$ cat src/gspa_pkg.sv
`timescale 1ns / 1ps
// Shared types and constants for the gas sensor ppm averager.
// No dependencies; used by gas_sensor_ppm_averager_top, gspa_seg, gspa_chk and tb_top.

package gspa_pkg;

    // Samples per reading (default for the top level parameter)
    localparam int SAMPLES_PER_READING_DEF = 10;

    // Converter scaling: mv = floor(sample * 3300 / 4095)
    localparam logic [11:0] MV_SCALE    = 12'd3300;
    localparam int          MV_SHIFT    = 36;
    localparam logic [24:0] MV_RECIP    =
        25'(((64'd1 << MV_SHIFT) + 64'd4094) / 64'd4095);

    // Segment slopes are all expressed over 500 mV: floor(x / 500) for x < 2^23
    localparam int          DIV500_SHIFT = 32;
    localparam logic [23:0] DIV500_RECIP =
        24'(((64'd1 << DIV500_SHIFT) + 64'd499) / 64'd500);

    // Concentration limits
    localparam logic [12:0] FLOOR_MV  = 13'd1500;
    localparam logic [12:0] CEIL_MV   = 13'd4500;
    localparam logic [13:0] FLOOR_PPM = 14'd300;
    localparam logic [13:0] CEIL_PPM  = 14'd8500;

    // Linear segments: low bound exclusive, low + SEG_SPAN inclusive
    localparam int          SEG_COUNT = 6;
    localparam logic [12:0] SEG_SPAN  = 13'd500;
    localparam logic [12:0] SEG_LOW   [SEG_COUNT] =
        '{13'd1500, 13'd2000, 13'd2500, 13'd3000, 13'd3500, 13'd4000};
    localparam logic [12:0] SEG_OFF   [SEG_COUNT] =
        '{13'd1300, 13'd1400, 13'd1750, 13'd1750, 13'd2500, 13'd3500};
    // First slope is 180/250, kept as 360/500
    localparam logic [12:0] SEG_SLOPE [SEG_COUNT] =
        '{13'd360, 13'd270, 13'd750, 13'd1100, 13'd1600, 13'd4300};

    // Upper limit after reset
    localparam logic [13:0] UPPER_LIMIT_RST = 14'd3000;

    typedef enum logic [1:0] {
        SEG_FLOOR,
        SEG_RAMP,
        SEG_CEIL
    } t_seg_kind;

    typedef struct packed {
        t_seg_kind   kind;
        logic [22:0] prod;   // (v - offset) * slope, still to be divided by 500
    } t_seg_info;

endpackage

$ cat src/gspa_seg.sv
`timescale 1ns / 1ps
// Segment selection for the concentration curve: picks the range of the
// voltage and forms the numerator of the ramp. Depends on gspa_pkg.

module gspa_seg (
    input  logic [12:0]          i_volt_mv,
    output gspa_pkg::t_seg_info  o_seg
);

    logic [12:0] offset;
    logic [12:0] slope;
    logic [12:0] diff;

    always_comb begin
        offset = '0;
        slope  = '0;
        for (int i = 0; i < gspa_pkg::SEG_COUNT; i++) begin
            if (i_volt_mv > gspa_pkg::SEG_LOW[i] &&
                i_volt_mv <= gspa_pkg::SEG_LOW[i] + gspa_pkg::SEG_SPAN) begin
                offset = gspa_pkg::SEG_OFF[i];
                slope  = gspa_pkg::SEG_SLOPE[i];
            end
        end
    end

    // Only used for the ramp, where the voltage is always above the offset
    assign diff = i_volt_mv - offset;

    always_comb begin
        if (i_volt_mv <= gspa_pkg::FLOOR_MV) begin
            o_seg.kind = gspa_pkg::SEG_FLOOR;
        end else if (i_volt_mv > gspa_pkg::CEIL_MV) begin
            o_seg.kind = gspa_pkg::SEG_CEIL;
        end else begin
            o_seg.kind = gspa_pkg::SEG_RAMP;
        end
        o_seg.prod = 23'(diff) * 23'(slope);
    end

endmodule

$ cat src/gas_sensor_ppm_averager_top.sv
`timescale 1ns / 1ps
// Gas sensor averager: scales ADC samples to mV, averages a reading and maps
// it to ppm with an alarm flag. Depends on gspa_pkg and gspa_seg.
//
//  channel   direction  handshake                    payload
//  s_axis    in         s_axis_tvalid/tready         tdata[11:0] adc_sample
//  m_axis    out        m_axis_tvalid/tready         tdata[12:0] sensor_mv,
//                                                    [26:13] gas_ppm, [27] over_limit
//  cfg       in         i_cfg_wr_en                  i_cfg_wr_data upper_limit
//
// One sample is taken per cycle while s_axis_tready is high. Seven register
// stages (input, product, mV, sum, average, segment, result) carry the last
// sample of each reading through to its result. Each stage holds when its successor
// is full and stalled, so bubbles fill up and the input keeps taking transactions
// while a result waits. Synchronous reset empties the pipe, clears sum and count
// and sets the limit to 3000.

module gas_sensor_ppm_averager_top #(
    parameter int SAMPLES_PER_READING = gspa_pkg::SAMPLES_PER_READING_DEF
) (
    input  logic        i_clk,
    input  logic        i_rst_n,
    input  logic        s_axis_tvalid,
    output logic        s_axis_tready,
    input  logic [15:0] s_axis_tdata,   // [11:0] adc_sample, [15:12] zero
    output logic        m_axis_tvalid,
    input  logic        m_axis_tready,
    output logic [31:0] m_axis_tdata,   // [12:0] sensor_mv, [26:13] gas_ppm,
                                        // [27] over_limit, [31:28] zero
    input  logic        i_cfg_wr_en,
    input  logic [13:0] i_cfg_wr_data
);

    localparam int CNT_W     = (SAMPLES_PER_READING > 1) ? $clog2(SAMPLES_PER_READING) : 1;
    localparam int AVG_SHIFT = 16 + $clog2(SAMPLES_PER_READING);
    localparam logic [16:0] AVG_RECIP =
        17'(((64'd1 << AVG_SHIFT) + 64'(SAMPLES_PER_READING) - 64'd1)
            / 64'(SAMPLES_PER_READING));

    // stage enables, one per register stage
    logic en0, en1, en2, en3, en4, en5, en6;

    logic r_v0, r_v1, r_v2, r_v3, r_v4, r_v5, r_v6;

    logic [11:0]          r_sample;
    logic [23:0]          r_prod;
    logic [11:0]          r_mv;
    logic [15:0]          r_sum;
    logic [15:0]          r_acc;
    logic [CNT_W-1:0]     r_cnt;
    logic [12:0]          r_volt;
    logic [12:0]          r_s5_volt;
    gspa_pkg::t_seg_info  r_s5_seg;
    logic [12:0]          r_out_mv;
    logic [13:0]          r_out_ppm;
    logic                 r_out_over;
    logic [13:0]          r_upper_limit;

    logic [23:0]          n_prod;
    logic [49:0]          mv_wide;
    logic [11:0]          n_mv;
    logic                 last_sample;
    logic [15:0]          n_sum;
    logic [39:0]          avg_wide;
    logic [12:0]          n_volt;
    gspa_pkg::t_seg_info  n_seg;
    logic [46:0]          ramp_wide;
    logic [13:0]          n_ppm;

    // ---------------------------------------------------------------- flow
    assign en6 = ~r_v6 | m_axis_tready;
    assign en5 = ~r_v5 | en6;
    assign en4 = ~r_v4 | en5;
    assign en3 = ~r_v3 | en4;
    assign en2 = ~r_v2 | en3;
    assign en1 = ~r_v1 | en2;
    assign en0 = ~r_v0 | en1;

    assign s_axis_tready = en0;
    assign m_axis_tvalid = r_v6;
    assign m_axis_tdata  = {4'd0, r_out_over, r_out_ppm, r_out_mv};

    always_ff @(posedge i_clk) begin
        if (!i_rst_n) begin
            r_v0 <= 1'b0;
            r_v1 <= 1'b0;
            r_v2 <= 1'b0;
            r_v3 <= 1'b0;
            r_v4 <= 1'b0;
            r_v5 <= 1'b0;
            r_v6 <= 1'b0;
        end else begin
            if (en0) r_v0 <= s_axis_tvalid;
            if (en1) r_v1 <= r_v0;
            if (en2) r_v2 <= r_v1;
            // only the last sample of a reading carries on
            if (en3) r_v3 <= r_v2 & last_sample;
            if (en4) r_v4 <= r_v3;
            if (en5) r_v5 <= r_v4;
            if (en6) r_v6 <= r_v5;
        end
    end

    // ---------------------------------------------------------------- config
    always_ff @(posedge i_clk) begin
        if (!i_rst_n) begin
            r_upper_limit <= gspa_pkg::UPPER_LIMIT_RST;
        end else if (i_cfg_wr_en) begin
            r_upper_limit <= i_cfg_wr_data;
        end
    end

    // ---------------------------------------------------------------- scaling
    assign n_prod  = {12'd0, r_sample} * {12'd0, gspa_pkg::MV_SCALE};
    assign mv_wide = {26'd0, r_prod} * {25'd0, gspa_pkg::MV_RECIP};
    assign n_mv    = mv_wide[gspa_pkg::MV_SHIFT +: 12];

    always_ff @(posedge i_clk) begin
        if (en0) r_sample <= s_axis_tdata[11:0];
        if (en1) r_prod   <= n_prod;
        if (en2) r_mv     <= n_mv;
    end

    // ---------------------------------------------------------------- accumulate
    assign last_sample = (r_cnt == CNT_W'(SAMPLES_PER_READING - 1));
    assign n_sum       = r_acc + {4'd0, r_mv};

    always_ff @(posedge i_clk) begin
        if (!i_rst_n) begin
            r_acc <= '0;
            r_cnt <= '0;
        end else if (r_v2 && en3) begin
            if (last_sample) begin
                r_acc <= '0;
                r_cnt <= '0;
            end else begin
                r_acc <= n_sum;
                r_cnt <= r_cnt + 1'b1;
            end
        end
    end

    always_ff @(posedge i_clk) begin
        if (en3) r_sum <= n_sum;
    end

    // ---------------------------------------------------------------- average
    // exact floor(sum / N) for any 16-bit sum via reciprocal multiply
    assign avg_wide = {24'd0, r_sum} * {23'd0, AVG_RECIP};
    assign n_volt   = {avg_wide[AVG_SHIFT +: 12], 1'b0};

    always_ff @(posedge i_clk) begin
        if (en4) r_volt <= n_volt;
    end

    // ---------------------------------------------------------------- segments
    gspa_seg u_seg (
        .i_volt_mv (r_volt),
        .o_seg     (n_seg)
    );

    always_ff @(posedge i_clk) begin
        if (en5) begin
            r_s5_seg  <= n_seg;
            r_s5_volt <= r_volt;
        end
    end

    // ---------------------------------------------------------------- result
    assign ramp_wide = {24'd0, r_s5_seg.prod} * {23'd0, gspa_pkg::DIV500_RECIP};

    always_comb begin
        unique case (r_s5_seg.kind)
            gspa_pkg::SEG_FLOOR: n_ppm = gspa_pkg::FLOOR_PPM;
            gspa_pkg::SEG_CEIL:  n_ppm = gspa_pkg::CEIL_PPM;
            gspa_pkg::SEG_RAMP:  n_ppm = ramp_wide[gspa_pkg::DIV500_SHIFT +: 14];
            default:             n_ppm = gspa_pkg::FLOOR_PPM;
        endcase
    end

    always_ff @(posedge i_clk) begin
        if (en6) begin
            r_out_mv   <= r_s5_volt;
            r_out_ppm  <= n_ppm;
            r_out_over <= (r_upper_limit <= n_ppm);
        end
    end

endmodule

$ cat config.mk
export PLATFORM = sky130hd
export DESIGN_NAME = gas_sensor_ppm_averager_top
export DESIGN_NICKNAME = d
export VERILOG_FILES = /design/src/gspa_pkg.sv /design/src/gspa_seg.sv /design/src/gas_sensor_ppm_averager_top.sv
export SDC_FILE = /design/constraint.sdc
export NUM_CORES = 1
export LEC_CHECK = 0
export BUFFER_PORTS_ARGS = -buffer_cell sky130_fd_sc_hd__buf_2
export CAP_MARGIN = 20
export CORE_MARGIN = 2
export CORE_UTILIZATION = 40
export CTS_BUF_LIST = sky130_fd_sc_hd__clkbuf_4
export DETAILED_ROUTE_END_ITERATION = 16
export PLACE_DENSITY_LB_ADDON = 0.3
export RECOVER_POWER = 50
export SLEW_MARGIN = 20
export SYNTH_ARGS = -nofsm -noshare
export SYNTH_HDL_FRONTEND = slang
export SYNTH_SLANG_ARGS = --single-unit
$ cat constraint.sdc
create_clock -name i_clk -period 10.61 [get_ports i_clk]
set_input_delay 3.183 -clock i_clk [delete_from_list [all_inputs] [get_ports i_clk]]
set_output_delay 3.183 -clock i_clk [all_outputs]
set_load 0.01 [all_outputs]
Word level (Yosys, flattened, before mapping)
Cells that the tools add are included.
W data, S select, Z words.
- memories: 0
- logic and storage cells: 85
- register bits after elaboration: 179
- input bits: 35
- bits in read-only memories: 0
- RAM bits: 0
- latch bits: 0
- eq/ne operators: 3
- $add $sub $neg: 3
- div/mod/pow operators: 0
- bitwise operators: 15
- order comparisons: 15
- shift operators: 0
- mux-type cells: 16
- multipliers: 5
- reduce and logical (&&, ||, !) cells: 7
- operator list (kind ; count):
    $mux W11 ; 6
    $gt A13 B12 Y1 const B ; 4
    $le A13 B12 Y1 const B ; 4
    $mul A23 B24 Y46 const B ; 1
    $mul A22 B24 Y45 const B ; 1
    $mul A16 B16 Y31 const B ; 1
    $pmux W14 S2 ; 1
    $gt A13 B11 Y1 const B ; 2
    $le A13 B11 Y1 const B ; 2
    $mux W12 ; 2
    $mul A13 B13 Y23 ; 1
    $mul A12 B10 Y22 const B ; 1
    $mux W9 ; 2
    $add A16 B12 Y16 ; 1
    $mux W16 ; 1
    $le A14 B14 Y1 ; 1
    $gt A13 B13 Y1 const B ; 1
    $le A13 B13 Y1 const B ; 1
    $mux W13 ; 1
    $sub A13 B12 Y13 ; 1
    $mux W10 ; 1
    $logic_and A1 B1 Y1 ; 7
    $not A1 Y1 ; 7
    $or A1 B1 Y1 ; 7
    other kinds (7) ; 7

Depth between registers and ports, before layout
- depth after elaboration: 10
- gate-level depth with buffers: 39
- depth with buffers taken out: 36

Hierarchy
A second synthesis with hierarchy kept.
- cells, all modules: 2746
- area total of the unflattened synthesis: 27966.8 um2
- modules (own cells, without submodules) (module ; cells each ; times used ; area each (um2)):
    gas_sensor_ppm_averager_top ; 2095 ; 1 ; 22663.0
    gspa_seg ; 651 ; 1 ; 5303.8

Least setup slack after synthesis
Ideal clock, no wire load.
- kind: register to register
- start point: register r_volt[3]
- end point: register r_s5_seg[22] (netlist name), data pin
- library setup time: 0.268 ns
- data arrival time: 7.983 ns
- stages on the path, launching flop included: 35
- buffers on the path: 3
- data required time: 10.342 ns
- slack: 2.360 ns
- cell sequence: edfxtp_1 buf_2 a2111o_1 nand3_1 and3b_1 clkbuf_1 inv_1 nand2_1 nor2_1 ha_1 clkbuf_1 and3_1 and4_1 or3_1 o21ai_0 nand2b_1 xnor2_1 nor2_1 fa_1 ha_1 fa_1 inv_1 fa_1 fa_1 inv_1 ha_1 a21oi_1 o21ai_0 a31oi_1 nor2b_1 o21a_1 o41a_1 a211oi_1 o21ba_2 xnor3_1
- RTL lines (element ; RTL line ; text):
    from (decl) ; gas_sensor_ppm_averager_top.sv:51 ; logic [12:0] r_volt;
    from (signal assigned) ; gas_sensor_ppm_averager_top.sv:153 ; if (en4) r_volt <= n_volt;
    to (signal assigned) ; gas_sensor_ppm_averager_top.sv:164 ; r_s5_seg <= n_seg;
    to (decl) ; gas_sensor_ppm_averager_top.sv:53 ; gspa_pkg::t_seg_info r_s5_seg;

==> reports/qor.txt <==
Run status = finished, violations left
Violations in the final reports = capacitance limit, slew limit
Vias after detailed routing = 17500
Register area = 4900 µm²
Footprint of the multi-input gates = 19300 µm²
Final TNS setup = 0 ns
Die area = 68900 µm²
Largest net degree at the start of global routing = 36
Synth unique cells = 78
CTS tree = built
Crit path arrival time = 10.02 ns
Initial Utilization = 40.5%
Drt first pass iters = 5
Crit path max fanout = 19
Final HPWL DP = 49200 µm
Drt drc = 0
CTS root buf = clkbuf_4
Slew Limit Fails = 36
Vias/cell = 4.94
I/O pin total = 69
Final wirelength = 56900 µm
Width of the die = 262 µm
Post-CTS sizing = 0
CP top delay family = adder cells
Ys async rst share = 0%
MaxCap Viol Count = 1
Synthesized instance count = 2611
Num CTS Buffers = 17
Slew margin rel. = -37.6%
Maximum clock rate = 105 MHz
Ys Warns = 0
Nets = 3655
Final Cycle Share = 89.6%
Post-layout min period = 9.51 ns
Avg Inst Size Synth = 10.2 µm²
Sink Count = 177
DRT iter0 DRCs = 923
Tightest Hold Check Type = register to register
FP Rows = 94
Measured slew at the worst slew-check pin = 2.06 ns
Most common cell after layout, fill and taps aside = inv_1
Unrepaired setup endpoints after global routing = no
H-Tree Depth = 4
WL/cell = 16.1 µm
Routability cong. = 0.892
Antenna violations before repair = 2
DIE HEIGHT = 262 µm
First-pass GRT wire length = 94900 µm
Critical path type = register to register
Req. time, crit path = 11.12 ns
Highest-count cells in the layout ignoring fill and taps = inv_1 (630), ha_1 (622), fa_1 (331), nor2_1 (171), edfxtp_1 (136)
Ratio of cells with drive above 1 in the final layout = 4.89%
Number of synthesized flops with an enable pin = 136
Worst Path Buf+Inv = 2
CP Launch Type = register
Vias in the first global route = 18700
Synthesized area = 26700 µm²
Clock transition at path regs = 0.16 ns
Synth Flop Type = edfxtp_1
Fillers = 6337
Hold buffers post-CTS = 0
Delay of the slowest critical-path stage = 0.89 ns
Clock Skews = 0.0332 ns
CP Capture Type = register
Layout area overhead = 6.00%
Seq/Total Area, Yosys = 18.4%
Post-synthesis register bit count = 177
Longest Clk Path Bufs = 2
Global route overflow = 0
Slowest-stage cell, CP = or2_0
Final setup violation count = 0
Post-CTS Setup Repair Bufs = 0
Post-route ant nets = 0
PortBufs = 59
Core area = 66000 µm²
Hold Vio Cnt, Final = 0
Total track usage = 17.2%
Critical path's most frequent cell = fa_1
Clock insertion delay at the later pin of the skew report = 0.69 ns
## cells in the mapped netlist (4+ instances only)
library cell	number	area, µm²
inv_1	631	2370
xnor2_1	70	613
buf_4	6	45.0
ha_1	622	7780
a31o_2	6	52.6
a22oi_1	8	60.1
nand4_1	13	81.3
o21bai_1	5	37.5
and3_1	12	75.1
nand3_1	30	150
a21oi_1	86	430
a21o_1	27	203
a31oi_1	16	100
nor3_1	20	100
fa_1	331	6630
nor4_1	4	25.0
nor2b_1	19	119
or3_1	7	43.8
dfxtp_1	41	821
a21boi_0	6	45.0
o21ai_0	43	215
nand2_1	80	300
o21a_1	10	75.1
a41o_1	4	40.0
edfxtp_1	136	4080
clkbuf_1	22	82.6
or2_2	14	87.6
o211ai_1	5	37.5
a211o_1	5	43.8
and2_1	15	93.8
nor2_1	171	642
mux2i_1	15	150
xor2_1	32	280
a211oi_1	7	52.6
nand2b_1	21	131
## final cells by class
type | instances | area share (%)
clock buffers | 17 | 0.451
well taps | 864 | 3.82
multi-input cells | 1770 | 68.1
flip-flops and latches | 177 | 17.3
diodes | 2 | 0.0177
repair buffers | 69 | 1.29
inverters | 632 | 8.38
clock inverters | 15 | 0.685
## worst min-delay path, delay by kind of cell, from the launching register on
family / cells / cell delay (ns)
flops: 1 / 0.35
simple gates: 1 / 0.05
compound gates: 1 / 0.05
## cells by family (layout without fill, tap and decap cells)
logic type | Yosys count | after routing | synth area share (%)
simple gates | 429 | 429 | 7.65
compound gates | 263 | 263 | 6.42
flops | 177 | 177 | 18.4
other cells | 1 | 7 | 0.0140
xor+xnor | 103 | 103 | 3.43
fa+ha+maj | 954 | 954 | 54.0
mux | 16 | 16 | 0.613
buf+inv | 668 | 733 | 9.57
## per-layer routing
layer	track usage (%)	up-vias	wire, µm	part of all wire (%)
met2	31.4	248	29100	51
met4	4.35	0	1080	1.9
met1	21.7	8609	25300	44
li1	-	8601	-	-
met3	1.73	47	1400	2.5
met5	0	-	0	0
## flip-flops by register name, summed over array words and instances (netlist names)
name           flops
r_s5_seg          23
r_prod            22
r_acc             16
r_sum             16
r_out_ppm         14
r_upper_limit     14
r_mv              12
r_out_mv          12
r_s5_volt         12
r_sample          12
r_volt            12
r_cnt              4
m_axis_tvalid      1
r_out_over         1
r_v0               1
r_v1               1
r_v2               1
r_v3               1
r_v4               1
r_v5               1
## final timing paths
kind / from / endpoint / slack [ns] / cells after the start
worst max-delay path: r_volt[2]$_DFFE_PP_ / r_s5_seg[21]$_DFFE_PP_ / 1.10 / 30
worst min-delay path: r_acc[0]$_SDFFE_PN0P_ / r_acc[0]$_SDFFE_PN0P_ / 0.47 / 2
worst max register to register: r_volt[2]$_DFFE_PP_ / r_s5_seg[21]$_DFFE_PP_ / 1.10 / 30
worst min register to register: r_acc[0]$_SDFFE_PN0P_ / r_acc[0]$_SDFFE_PN0P_ / 0.47 / 2
## metrics by stage
| stage | utilization (%) | setup WS, ns | area (µm²) | hold slack [ns] | std cells |
|---|---|---|---|---|---|
| finish | 42.9 | 1.10 | 28300 | 0.474 | 3546 |
| global route | 42.9 | 0.470 | 28300 | 0.515 | 3546 |
| CTS | 42.9 | 1.40 | 28300 | 0.468 | 3544 |
| detailed placement | 42.4 | 1.47 | 28000 | 0.441 | 3512 |
| global placement | 42.4 | 1.64 | 28000 | 0.434 | 3512 |
| floorplan | - | 2.36 | 26700 | 0.400 | 2615 |
Power is left out: the tool's default activity adds up to more than one toggle a clock period on the data nets, which glitch-free logic cannot reach.
